## config.mk

```make
export PLATFORM = sky130hd
export DESIGN_NAME = din_edge_event_hold_qualifier
export DESIGN_NICKNAME = d
export VERILOG_FILES = /design/src/sv/dehq_pkg.sv /design/src/sv/dehq_lane.sv /design/src/sv/dehq_merge.sv /design/src/sv/din_edge_event_hold_qualifier.sv
export SDC_FILE = /design/constraint.sdc
export NUM_CORES = 1
export LEC_CHECK = 0
export ABC_CLOCK_PERIOD_IN_PS = 13100
export BUFFER_PORTS_ARGS = -buffer_cell sky130_fd_sc_hd__buf_2
export CORE_ASPECT_RATIO = 1.4
export CORE_UTILIZATION = 45
export CTS_BUF_LIST = sky130_fd_sc_hd__clkbuf_4
export DETAILED_ROUTE_END_ITERATION = 10
export HOLD_SLACK_MARGIN = 0.08
export PLACE_DENSITY = 0.69
export SYNTH_ARGS = -nofsm -noshare
export SYNTH_HDL_FRONTEND = slang
export SYNTH_SLANG_ARGS = --single-unit
```

## constraint.sdc

```tcl
create_clock -name i_clk -period 13.1 [get_ports i_clk]
set_input_delay 2.62 -clock i_clk [delete_from_list [all_inputs] [get_ports i_clk]]
set_output_delay 2.62 -clock i_clk [all_outputs]
set_load 0.02 [all_outputs]
```

## src/sv/dehq_pkg.sv

```systemverilog
`timescale 1ns / 1ps
// ----------------------------------------------------------------------------
// dehq_pkg
// Shared types and constants for the digital input edge event qualifier:
// port count, field widths, mode codes, register indexes and timing constants.
// ----------------------------------------------------------------------------
package dehq_pkg;

    // Number of ports that carry a lane; the fire mask is always FIRE_W bits.
    localparam int NUM_PORTS = 4;
    localparam int FIRE_W    = 4;

    // Field widths.
    localparam int TIME_W   = 32;
    localparam int HOLD_W   = 22;
    localparam int MODES_W  = 8;
    localparam int CFG_IDX_W = 3;

    // Timing constants in microseconds.
    localparam logic [TIME_W-1:0] US_PER_MS = 32'd1000;
    localparam logic [TIME_W:0]   SLACK_US  = 33'd24000;

    // Configuration register indexes.
    localparam logic [CFG_IDX_W-1:0] CFG_PORT_MODES = 3'd0;
    localparam logic [CFG_IDX_W-1:0] CFG_HOLD_PORT0 = 3'd1;
    localparam logic [CFG_IDX_W-1:0] CFG_HOLD_PORT3 = 3'd4;

    // Edge selection per port.
    typedef enum logic [1:0] {
        MODE_OFF  = 2'd0,
        MODE_FALL = 2'd1,
        MODE_RISE = 2'd2,
        MODE_ANY  = 2'd3
    } t_mode;

    // Per-lane settings: edge mode and the hold time already scaled to
    // microseconds (zero means fire at once).
    typedef struct packed {
        t_mode             mode;
        logic [TIME_W-1:0] need_us;
    } t_lane_cfg;

endpackage

```

## src/sv/dehq_lane.sv

```systemverilog
`timescale 1ns / 1ps
// ----------------------------------------------------------------------------
// dehq_lane
// One port's edge detector: tracks the last level, arms on the selected edge,
// and fires once the hold time (less the slack) has elapsed (at once if zero).
// ----------------------------------------------------------------------------
module dehq_lane
    import dehq_pkg::*;
(
    input  logic              i_clk,
    input  logic              i_rst_n,
    input  logic              i_accept,
    input  t_lane_cfg         i_cfg,
    input  logic              i_level,
    input  logic [TIME_W-1:0] i_now_us,
    output logic              o_fire
);

    logic              r_last;
    logic              r_armed;
    logic [TIME_W-1:0] r_start;
    logic              n_last;
    logic              n_armed;
    logic [TIME_W-1:0] n_start;

    logic              w_changed;
    logic              w_edge_ok;
    logic [TIME_W-1:0] w_elapsed;
    logic              w_hold_done;

    // Edge qualification against the selected mode.
    assign w_changed = i_level != r_last;
    always_comb begin
        case (i_cfg.mode)
            MODE_ANY:  w_edge_ok = 1'b1;
            MODE_FALL: w_edge_ok = !i_level;
            MODE_RISE: w_edge_ok = i_level;
            default:   w_edge_ok = 1'b0;
        endcase
    end

    // Elapsed time wraps; the compare is one bit wider so neither side wraps.
    assign w_elapsed   = i_now_us - r_start;
    assign w_hold_done = ({1'b0, w_elapsed} + SLACK_US) >= {1'b0, i_cfg.need_us};

    // Next-state logic for one sample transaction.
    always_comb begin
        n_last  = r_last;
        n_armed = r_armed;
        n_start = r_start;
        o_fire  = 1'b0;
        if (i_accept && (i_cfg.mode != MODE_OFF)) begin
            if (i_cfg.need_us == '0) begin
                if (w_changed) begin
                    n_last = i_level;
                    o_fire = w_edge_ok;
                end
            end else if (w_changed) begin
                n_armed = w_edge_ok;
                if (w_edge_ok) begin
                    n_start = i_now_us;
                end
                n_last = i_level;
            end else if (r_armed && w_hold_done) begin
                o_fire  = 1'b1;
                n_armed = 1'b0;
            end
        end
    end

    // Control state resets; the start time is only read while armed.
    always_ff @(posedge i_clk) begin
        if (!i_rst_n) begin
            r_last  <= 1'b1;
            r_armed <= 1'b0;
        end else begin
            r_last  <= n_last;
            r_armed <= n_armed;
        end
    end

    always_ff @(posedge i_clk) begin
        r_start <= n_start;
    end

endmodule

```

## src/sv/dehq_merge.sv

```systemverilog
`timescale 1ns / 1ps
// ----------------------------------------------------------------------------
// dehq_merge
// Collects the lane fire bits into one mask per transaction and holds it in
// an output register backed by a skid register.
// ----------------------------------------------------------------------------
module dehq_merge
    import dehq_pkg::*;
(
    input  logic              i_clk,
    input  logic              i_rst_n,
    input  logic              i_accept,
    input  logic [FIRE_W-1:0] i_lane_fire,
    output logic              o_ready,
    output logic              o_valid,
    input  logic              i_ready,
    output logic [FIRE_W-1:0] o_fire_mask
);

    logic              r_out_valid;
    logic [FIRE_W-1:0] r_out_mask;
    logic              r_skid_valid;
    logic [FIRE_W-1:0] r_skid_mask;

    // Input side stalls only when both stages hold a result.
    assign o_ready     = !r_skid_valid;
    assign o_valid     = r_out_valid;
    assign o_fire_mask = r_out_mask;

    // Output register and skid control.
    always_ff @(posedge i_clk) begin
        if (!i_rst_n) begin
            r_out_valid  <= 1'b0;
            r_skid_valid <= 1'b0;
        end else if (r_skid_valid) begin
            if (i_ready) begin
                r_skid_valid <= 1'b0;
            end
        end else if (!r_out_valid || i_ready) begin
            r_out_valid <= i_accept;
        end else if (i_accept) begin
            r_skid_valid <= 1'b1;
        end
    end

    // Result data.
    always_ff @(posedge i_clk) begin
        if (r_skid_valid) begin
            if (i_ready) begin
                r_out_mask <= r_skid_mask;
            end
        end else if (!r_out_valid || i_ready) begin
            r_out_mask <= i_lane_fire;
        end else if (i_accept) begin
            r_skid_mask <= i_lane_fire;
        end
    end

endmodule

```

## src/sv/din_edge_event_hold_qualifier.sv

```systemverilog
`timescale 1ns / 1ps
// ----------------------------------------------------------------------------
// din_edge_event_hold_qualifier
// Digital input edge event detector with per-port hold time.
// ----------------------------------------------------------------------------
// Each transaction on the input channel is one poll sample (port levels plus a
// free-running microsecond time) and yields exactly one fire mask, presented
// on the output channel the cycle after acceptance unless the output stalls.
// A new sample is taken every cycle: the per-port lanes update their arm state
// and evaluate the hold-time compare (wrapping subtract, add of the slack,
// 33-bit compare) combinationally; the output register plus a skid register
// let the input keep flowing while a mask waits, so ready drops only when two
// masks are queued. Hold times are scaled to microseconds on register write.
// ----------------------------------------------------------------------------
module din_edge_event_hold_qualifier
    import dehq_pkg::*;
(
    input  logic                 i_clk,
    input  logic                 i_rst_n,
    // Sample channel.
    input  logic                 i_in_valid,
    output logic                 o_in_ready,
    input  logic [FIRE_W-1:0]    i_levels,
    input  logic [TIME_W-1:0]    i_now_us,
    // Result channel.
    output logic                 o_out_valid,
    input  logic                 i_out_ready,
    output logic [FIRE_W-1:0]    o_fire_mask,
    // Configuration write channel.
    input  logic                 i_cfg_valid,
    output logic                 o_cfg_ready,
    input  logic [CFG_IDX_W-1:0] i_cfg_index,
    input  logic [HOLD_W-1:0]    i_cfg_data
);

    logic [MODES_W-1:0] r_port_modes;
    logic [TIME_W-1:0]  r_need_us [FIRE_W];
    logic [TIME_W-1:0]  n_need_us;
    logic [1:0]         w_hold_sel;
    logic               w_cfg_wr;
    logic               w_accept;
    logic [FIRE_W-1:0]  w_lane_fire;

    // Configuration writes are always taken.
    assign o_cfg_ready = 1'b1;
    assign w_cfg_wr    = i_cfg_valid && o_cfg_ready;
    assign w_hold_sel  = 2'(i_cfg_index - CFG_HOLD_PORT0);
    assign n_need_us   = TIME_W'({{(TIME_W-HOLD_W){1'b0}}, i_cfg_data} * US_PER_MS);

    // Register file: mode byte and hold times stored in microseconds.
    always_ff @(posedge i_clk) begin
        if (!i_rst_n) begin
            r_port_modes <= '0;
            for (int p = 0; p < FIRE_W; p++) begin
                r_need_us[p] <= '0;
            end
        end else if (w_cfg_wr) begin
            case (i_cfg_index) inside
                CFG_PORT_MODES: begin
                    r_port_modes <= i_cfg_data[MODES_W-1:0];
                end
                [CFG_HOLD_PORT0:CFG_HOLD_PORT3]: begin
                    r_need_us[w_hold_sel] <= n_need_us;
                end
                default: begin
                end
            endcase
        end
    end

    assign w_accept = i_in_valid && o_in_ready;

    // One lane per port; unused mask bits stay low.
    for (genvar p = 0; p < FIRE_W; p++) begin : g_lane
        if (p < NUM_PORTS) begin : g_used
            t_lane_cfg w_cfg;
            assign w_cfg.mode    = t_mode'(r_port_modes[2*p +: 2]);
            assign w_cfg.need_us = r_need_us[p];

            dehq_lane u_lane (
                .i_clk    (i_clk),
                .i_rst_n  (i_rst_n),
                .i_accept (w_accept),
                .i_cfg    (w_cfg),
                .i_level  (i_levels[p]),
                .i_now_us (i_now_us),
                .o_fire   (w_lane_fire[p])
            );
        end else begin : g_unused
            assign w_lane_fire[p] = 1'b0;
        end
    end

    // Merge lane results into the registered fire mask.
    dehq_merge u_merge (
        .i_clk       (i_clk),
        .i_rst_n     (i_rst_n),
        .i_accept    (w_accept),
        .i_lane_fire (w_lane_fire),
        .o_ready     (o_in_ready),
        .o_valid     (o_out_valid),
        .i_ready     (i_out_ready),
        .o_fire_mask (o_fire_mask)
    );

endmodule

```

==> Yosys cells after proc, flatten, opt, wreduce, memory -nomap -nowiden <==
Memories as Yosys holds them, arrays and structs flattened.
Cells that the tools add are included.
{ "op_classes": {"addsub": 9, "n_mul": 1, "order_cmp": 6, "eq_ne": 17, "mux": 48, "n_bitwise": 6, "reduce_logical": 48} }
{ "ops": {"columns": ["operator", "n"], "rows": [
  ["$add 32x15->33 const B", 4],
  ["$ge 33x32->1", 4],
  ["$logic_not 32->1", 4],
  ["$sub 32x32->32", 4],
  ["$mux 1", 39],
  ["$mul 22x7->29 const B", 1],
  ["$mux 29", 1],
  ["$reduce_or 29->1", 1],
  ["$reduce_bool 2->1", 9],
  ["$eq 2x2->1 const B", 8],
  ["$reduce_and 4->1", 4],
  ["$reduce_and 3->1", 5],
  ["$reduce_and 2->1", 7],
  ["$mux 4", 3],
  ["$pmux 1 s3", 4],
  ["$logic_and 1x1->1", 10],
  ["$eq 2x1->1 const B", 4],
  ["$logic_not 1->1", 6],
  ["$not 1->1", 6],
  ["$ne 1x1->1", 4],
  ["$ge 3x1->1 const B", 1],
  ["$le 3x3->1 const B", 1],
  ["$logic_not 3->1", 1],
  ["$mux 2", 1],
  ["other kinds (3)", 3]
]} }
{ "totals": {"regBits": 154, "ram_bits": 116, "input_bits": 66, "wordCells": 153, "mem_count": 1} }
{ "mem_list": {"columns": ["memory", "words", "width", "read_ports", "rd_clocked_by_memory_dff", "wr", "line_no", "rtl"], "rows": [
  ["r_need_us", 4, 29, 4, 0, 4, "din_edge_event_hold_qualifier.sv:37", "logic [TIME_W-1:0] r_need_us [FIRE_W];"]
]} }

==> Longest topological paths before layout <==
Gate-level depths: netlist of run 1.
{ "depth": {"word_depth": 10, "mapped_depth": 27, "ltp_nobuf": 27} }

==> Modules after synthesis <==
Synthesis of run 1 repeated with hierarchy kept, for this count alone.
{ "unflattened": {"cells_unflattened": 3171, "area_unflattened_um2": 28398.5} }
{ "modules_own_cells": {"columns": ["module", "n_inst", "cells_each", "area_per_inst_um2", "seq_area_each_um2"], "rows": [
  ["dehq_lane (g_lane[2].g_used.u_lane ...)", 2, 567, 4659.5, 1001.0],
  ["din_edge_event_hold_qualifier", 1, 831, 9101.2, 3643.5],
  ["dehq_lane (g_lane[0].g_used.u_lane)", 1, 626, 4979.8, 1001.0],
  ["dehq_lane (g_lane[1].g_used.u_lane)", 1, 555, 4593.2, 1001.0],
  ["dehq_merge", 1, 25, 405.4, 280.3]
]} }

==> Worst setup path after synthesis of run 1 <==
Ideal clock, no wire load.
{ "synth_timing": {"path_type": "input to register", "start": "input i_now_us[0]", "end": "register u_merge.r_out_mask[2] (netlist: u_merge.o_fire_mask[2]), data pin", "setup_ns": 0.265, "t_arrival_ns": 7.403, "t_required_ns": 12.835, "slack_ns": 5.432, "cell_stages": 23, "path_cell_list": "inv_1 > ha_1 > fa_1 > nand2b_1 > a21o_1 > a211o_1 > a21oi_1 > a31oi_1 > or3_1 > a2111oi_0 > nand2b_1 > nor3_1 > nand2_1 > xnor2_1 > ha_1 > a21o_1 > a21o_1 > a21oi_1 > nor3b_1 > o311ai_0 > a221o_1 > a21oi_1 > o211ai_1"} }
{ "synth_via": {"elab_chain_cells": 10} }
{ "synth_lines": {"columns": ["item", "line_no", "rtl"], "rows": [
  ["start, declared", "din_edge_event_hold_qualifier.sv:24", "input logic [TIME_W-1:0] i_now_us,"],
  ["$sub 32x32->32", "dehq_lane.sv:43", "assign w_elapsed = i_now_us - r_start;"],
  ["$add 32x15->33", "dehq_lane.sv:44", "assign w_hold_done = ({1'b0, w_elapsed} + SLACK_US) >= {1'b0, i_cfg.need_us};"],
  ["$ge 33x32->1", "dehq_lane.sv:44", null],
  ["$logic_and 1x1->1", "dehq_lane.sv:64", "end else if (r_armed && w_hold_done) begin"],
  ["$mux 1", "dehq_lane.sv:64", null],
  ["$mux 1", "dehq_lane.sv:58", "end else if (w_changed) begin"],
  ["$mux 1", "dehq_lane.sv:53", "if (i_cfg.need_us == '0) begin"],
  ["$mux 1", "dehq_lane.sv:52", "if (i_accept && (i_cfg.mode != MODE_OFF)) begin"],
  ["$mux 4", "dehq_merge.sv:52", "end else if (!r_out_valid || i_ready) begin"],
  ["$mux 4", "dehq_merge.sv:48", "if (r_skid_valid) begin"],
  ["end signal, assigned", "dehq_merge.sv:50", "r_out_mask <= r_skid_mask;"],
  ["end signal, assigned", "dehq_merge.sv:53", "r_out_mask <= i_lane_fire;"],
  ["end, declared", "dehq_merge.sv:21", "logic [FIRE_W-1:0] r_out_mask;"]
]} }
Every way passes these cells. The select of a mux whose other input is x is not followed.
A chain may end at the register's enable or synchronous reset.

==> Final worst setup path of run 1 <==
{ "layout_timing": {"start": "input i_now_us[1]", "end": "register u_merge.r_skid_mask[2], data pin"} }
{ "layout_via": {"elab_chain_cells": 8} }
{ "layout_lines": {"columns": ["item", "line_no", "rtl"], "rows": [
  ["$sub 32x32->32", "dehq_lane.sv:43", null],
  ["$add 32x15->33", "dehq_lane.sv:44", null],
  ["$ge 33x32->1", "dehq_lane.sv:44", null],
  ["$logic_and 1x1->1", "dehq_lane.sv:64", null],
  ["$mux 1", "dehq_lane.sv:64", null],
  ["$mux 1", "dehq_lane.sv:58", null],
  ["$mux 1", "dehq_lane.sv:53", null],
  ["$mux 1", "dehq_lane.sv:52", null],
  ["via g_lane[2].g_used.u_lane.o_fire", "dehq_lane.sv:16", "output logic o_fire"],
  ["end signal, assigned", "dehq_merge.sv:55", "r_skid_mask <= i_lane_fire;"],
  ["end, declared", "dehq_merge.sv:23", "logic [FIRE_W-1:0] r_skid_mask;"]
]} }
The timed path passes the listed nets, and every way through them passes these cells.

==> results.toml, run 1 <==
[floorplanning]
rows = 102
start_util_pct = 45.79
placeableCoreArea_sq_um = 55520
die_h_um = 283.2
io_pins = 73
die_w_um = 202.9
die_area_sq_um = 57460

[final_layout]
multi_input_area_sq_um = 16140
nNetsFinal = 3303
regArea_sq_um = 7928
syn2layout_area_growth_pct = 8.411
mostFrequentLayoutCells = "321 x inv_1, 310 x ha_1, 252 x edfxtp_1"
drive_gt1_share_pct = 9.031
n_fill_cell = 5295
layout_commonest_cell = "inv_1"

[logic_synthesis]
synth_edf_count = 252
ys_seq_area_share_pct = 31.18
yosys_most_used_dff = "edfxtp_1"
netlist_area_sq_um = 25420
synth_cell_types = 93
syn_inst = 2730
async_flop_share_pct = 0
synth-seq-cells = 270
syn_avg_cell_area_sq_um = 9.313
synthesis.nets = 3188
synth_warnings = 0

[timing]
worst_pin_slew_ps = 1177
slew_violations = 0
setup_tns_ps = 0
rsz0062_at_grt = "no"
period_share_pct = 62.66
layout_min_cycle_time_ps = 8208
maxSlewHeadroom_pct = 21.32
worst_clock_skew_ps = 92.74
fmax_ghz = 0.1218
setup_viol = 0
hold_viol_final = 0
setup_ws_ps = 4892

[power]
swShare_pct = 40.77
p_switching_w = 0.001351
power_w = 0.003313
peakVddDrop_v = 0.0001151
power_density_nw_per_um2 = 120.2
seqPwrFrac_pct = 30.6
p_leak_nw = 12.12
p_int_w = 0.001963
combPwrFrac_pct = 46.1
pwr-share-clk_pct = 23.2

[worst_setup_path]
required_ps = 13580
crit_type = "in -> reg"
crit_fanout = 9
crit_arrival_ps = 8690
path_buf_inv = 1
cp_slowest_stage_delay_ps = 630
critPathSlowestCell = "a211oi_1"
start_kind = "input pin"
cpMostUsedCell = "a21oi_1"
end_kind = "flop"
crit_family = "compound AO/OA/AOI/OAI gates"
path_cells = "buf_2 -> ha_1 -> nor2b_1 -> o31ai_1 -> a21oi_1 -> a211oi_1 -> o21a_1 -> o211ai_1 -> a2111oi_0 -> nand2b_1 -> nor3_1 -> nand2_1 -> xnor2_1 -> ha_1 -> a21o_1 -> a21o_1 -> a21oi_1 -> nor3b_1 -> o311ai_0 -> a221o_1 -> a21oi_1 -> o21ai_0"

[global_route]
track_usage_pct = 26.87
grt_max_degree = 34
overflow = 0
antenna_found_initial = 3
grt_pass1_vias = 21420
grt_pass1_wl_um = 118900

[routing]
vias = 20940
drt_wl_total_um = 77010
final_antenna_net_count = 0
firstDrtPassIters = 7
drt_iter0_drc = 1330
routed_via_density = 5.767
detail_route.wl_per_cell_um = 21.21
drcViolationCount = 0

[clock_tree]
clk_latency_ps = 810
clockRootBuffer = "clkbuf_4"
cts_tree = "done"
cts_hold_buffers = 0
ctsResizeCount = 0
cts_max_level = 3
clkTransAtPathRegs_ps = 70
postCtsSetupBuffers = 0
cts_buffer_depth = 3
cts_sinks = 270
cts_made_buffers = 73

[hold_path]
hp-class = "reg -> reg"

[placement]
place_congestion = 0.9953
dpl_worst_slack_ps = 4176
hpwlAfterDp_um = 62450
portBuffers = 71

[flow_run]
max_cap_viol_count = 0

[outcome]
status = "finished, final reports clean"
-- metal layers --
metal	share of wire [%]	vias up	global-route usage, %	wire length [um]
met1	41	10060	32.23	31650
met5	0	-	0	0
met3	4.5	181	3.106	3489
met2	47	618	44.99	36220
li1	-	10080	-	-
met4	7.3	0	18.20	5644
-- worst paths after layout --
path | endpoint | depth (start not counted) | from | slack [ps]
setup / recovery | u_merge.r_skid_mask[2] | 22 | i_now_us[1] | 4890
hold / removal | u_merge.o_fire_mask[3] | 1 | u_merge.r_skid_mask[3] | 520
setup reg to reg | u_merge.r_skid_mask[2] | 22 | g_lane[2].g_used.u_lane.r_start[1] | 6470
hold reg to reg | u_merge.o_fire_mask[3] | 1 | u_merge.r_skid_mask[3] | 520
-- worst reg2reg max path: stages, from the launching register on --
cell and delay, ps:
edfxtp_1 420, inv_1 80, ha_1 210, nor2b_1 150
o31ai_1 590, a21oi_1 400, a211oi_1 640, o21a_1 210
o211ai_1 170, a2111oi_0 620, nand2b_1 240, nor3_1 450
nand2_1 130, xnor2_1 160, ha_1 290, a21o_1 180
a21o_1 170, a21oi_1 190, nor3b_1 190, o311ai_0 160
a221o_1 380, a21oi_1 180, o21ai_0 120
-- flip-flops by register name (all words and copies together) (netlist names) --
register                      cells
u_merge.r_skid_mask               4
g_lane.g_used.u_lane.r_armed      4
g_lane.g_used.u_lane.r_last       4
u_merge.r_skid_valid              1
u_merge.o_valid                   1
g_lane.g_used.u_lane.r_start    128
u_merge.o_fire_mask               4
r_need_us                       116
r_port_modes                      8
-- final cells by class --
cell class | count | area share (%)
multi-input cells | 2094 | 58.56
flip-flops and latches | 270 | 28.76
inverters | 321 | 4.372
well taps | 728 | 3.305
clock buffers | 104 | 2.833
repair buffers | 85 | 1.671
clock inverters | 27 | 0.4812
diodes | 2 | 0.01816
-- kinds of logic (layout without fill, tap and decap cells) --
group | count (synthesis) | count (layout) | share of synthesized area, %
and+or+nand+nor | 823 | 823 | 16.30
AOI/OAI and AO/OA | 641 | 641 | 17.02
adders and majority gates | 392 | 392 | 21.71
buffers and inverters | 366 | 537 | 5.497
DFF | 270 | 270 | 31.18
xor gates and xnor gates | 219 | 219 | 7.545
muxes | 18 | 18 | 0.7185
other | 1 | 3 | 0.01475
-- stage by stage --
step / hold slack [ps] / instance area (sq um) / util (%) / std cells
after detailed placement: 495.3 / 26640 / 47.99 / 3498
after global placement: 483.4 / 26640 / 47.99 / 3498
after global routing: 527.1 / 27560 / 49.65 / 3631
after CTS: 513.0 / 27560 / 49.64 / 3629
final: 515.3 / 27560 / 49.65 / 3631
after floorplan: 460.1 / 25420 / - / 2730
-- power groups by stage --
stage	logic [W]	clock network (W)	registers (W)
final	0.00153	0.000770	0.00101
after global placement	0.00147	0	0.00103
after floorplan	0.00109	0	0.00102
after global routing	0.00169	0.000825	0.00102
after CTS	0.00152	0.000788	0.00101
after detailed placement	0.00151	0	0.00103
-- cells in the mapped netlist (all sizes together) (10+ instances only) --
master | number | area [sq um]
a21oi | 174 | 882.1
dfxtp | 18 | 360.4
xor2 | 69 | 604.3
or2 | 20 | 127.6
o31a | 10 | 88.84
inv | 321 | 1205
and4 | 10 | 87.58
o21bai | 14 | 105.1
nor3 | 59 | 295.3
buf | 11 | 65.06
nand2 | 162 | 608.1
nand2b | 29 | 181.4
a211oi | 26 | 200.2
or3 | 18 | 112.6
o21ai | 108 | 548.0
nor4 | 42 | 284.0
a21boi | 11 | 82.58
fa | 82 | 1642
and3 | 27 | 168.9
and2 | 45 | 281.5
nor2 | 232 | 870.8
nand4 | 48 | 306.5
nand3 | 62 | 310.3
a211o | 11 | 96.34
nor2b | 36 | 225.2
xnor2 | 150 | 1314
a21o | 108 | 810.8
o31ai | 15 | 126.4
mux2i | 16 | 160.2
o211ai | 24 | 185.2
edfxtp | 252 | 7567
o21a | 41 | 307.8
ha | 310 | 3879
clkbuf | 34 | 127.6
a31oi | 21 | 146.4
No activity file was read; power rests on OpenSTA's default activity.
==> inputs of run 2 (changes only) <==
- ABC_CLOCK_PERIOD_IN_PS: 13100 -> 7800
- clock period: 13.1 -> 7.8 ns (I/O delays scaled with it)
==> results.toml, run 2 (synthesis gave the netlist of run 1 again) <==
[global_route]
grt_pass1_wl_um = 116700
overflow = 0
use_met2_pct = 49.17
grt_pass1_vias = 21950
top_usage_layer = "met2"
antenna_found_initial = 1
track_usage_pct = 26.35
met1_usage_pct = 27.82
grt_max_degree = 34
use_met3_pct = 2.945

[timing]
hold_viol_final = 0
rsz0062_at_grt = "no"
worst_clock_skew_ps = 52.83
setup_viol = 0
slew_violations = 0
setup_ws_ps = 540.1
layout_min_cycle_time_ps = 7260
maxSlewHeadroom_pct = 15.71
fmax_ghz = 0.1377
worst_pin_slew_ps = 1248
period_share_pct = 93.08

[placement]
dp.cells = 3502
dpl_worst_slack_ps = -145.8
place_congestion = 0.9228
placed_cell_area_sq_um = 26670
hpwlAfterDp_um = 60270
portBuffers = 71

[floorplanning]
placeableCoreArea_sq_um = 55520
die_h_um = 283.2
start_util_pct = 45.79
io_pins = 73
rows = 102
die_w_um = 202.9
die_area_sq_um = 57460

[flow_run]
max_cap_viol_count = 0

[routing]
drt_wl_total_um = 75630
drcViolationCount = 1
vias = 21090
firstDrtPassIters = 8
detail_route.wl_per_cell_um = 20.81
routed_via_density = 5.801
drt_iter0_drc = 1146
final_antenna_net_count = 0

[final_layout]
mostFrequentLayoutCells = "321 x inv_1, 310 x ha_1, 252 x edfxtp_1"
syn2layout_area_growth_pct = 8.568
drive_gt1_share_pct = 9.153
fin_util_pct = 49.72
largest-register = "g_lane.g_used.u_lane.r_start"
final_cells = 3635
largestRegisters = "g_lane.g_used.u_lane.r_start: 128 flops, r_need_us: 116 flops, r_port_modes: 8 flops"
largest_register_ffs = 128
nNetsFinal = 3305
fin_area_sq_um = 27600
layout_commonest_cell = "inv_1"

[clock_tree]
cts_sinks = 270
cts_buffer_depth = 3
ctsResizeCount = 0
cts_tree = "done"
clkTransAtPathRegs_ps = 70
cts_made_buffers = 71
postCtsSetupBuffers = 0
clockRootBuffer = "clkbuf_4"
clk_latency_ps = 840
cts_hold_buffers = 0
cts_max_level = 3

[worst_setup_path]
crit_fanout = 9
crit_arrival_ps = 7980
rrSetupSlack_ps = 1190
required_ps = 8520
reg2reg_to = "u_merge.o_fire_mask[1]"
end_kind = "flop"
r2r-start = "g_lane[1].g_used.u_lane.r_start[0]"
start_kind = "input pin"
crit_type = "in -> reg"
r2r_cells = 23

[outcome]
status = "finished, violations left"
violations = "design-rule violations"

[power]
power_w = 0.005600
p_leak_nw = 12.16
peakVddDrop_v = 0.0001684
power_density_nw_per_um2 = 202.9

[hold_path]
hp-class = "reg -> reg"
hold_depth = 2
min_delay_worst_endpoint = "g_lane[3].g_used.u_lane.r_last"
worstHoldStart = "g_lane[3].g_used.u_lane.r_last"
[run 2: worst max path at each step]
| stage | end | startpoint |
|---|---|---|
| CTS | u_merge.o_fire_mask[1] | i_now_us[1] |
| floorplan | u_merge.o_fire_mask[2] | i_now_us[0] |
| finish | u_merge.o_fire_mask[1] | i_now_us[1] |
| global route | u_merge.o_fire_mask[1] | i_now_us[1] |
| global placement | u_merge.o_fire_mask[1] | i_now_us[0] |
| detailed placement | u_merge.o_fire_mask[1] | i_now_us[1] |
[run 2: stage by stage]
step	TNS, ps	hold WS [ps]
after global routing	0	522.2
after floorplan	0	460.1
after global placement	-28.33	470.0
after detailed placement	-283.6	492.8
final	0	509.6
after CTS	0	509.9
[run 2: layer usage]
layer	vias up	part of all wire, %
li1	10110	-
met1	10240	38
met2	543	52
met3	195	3.9
met4	0	6.0
met5	-	0
[run 2: power by group]
| part | switching, W | internal, W | total, W |
|---|---|---|---|
| Sequential | 0.0000476 | 0.00166 | 0.00170 |
| Clock | 0.000681 | 0.000645 | 0.00133 |
| Combinational | 0.00156 | 0.00101 | 0.00257 |
[run 2: cell type report]
| class | count | area, sq um |
|---|---|---|
| flip-flops and latches | 270 | 7928 |
| repair buffers | 89 | 490.5 |
| inverters | 321 | 1205 |
| clock inverters | 37 | 212.7 |
| clock buffers | 95 | 713.2 |
| fillers | 5236 | 27910 |
| multi-input cells | 2094 | 16140 |
| diodes | 1 | 2.502 |
| well taps | 728 | 910.9 |
[run 2: worst max-delay path, cell delays in order]
cell,delay [ps]
buf_2,210
inv_1,200
fa_1,510
nand2b_1,210
a21o_1,220
a211oi_1,220
buf_4,170
o21ai_1,100
a211o_1,350
and3_1,200
or2_2,340
a2111oi_2,570
and4_1,330
nand2b_1,80
xor2_1,140
ha_1,310
nand3_1,140
nor4_1,760
o311ai_0,640
nand2_1,280
a22o_1,160
nand2_1,70
o41ai_2,70
a21o_1,130
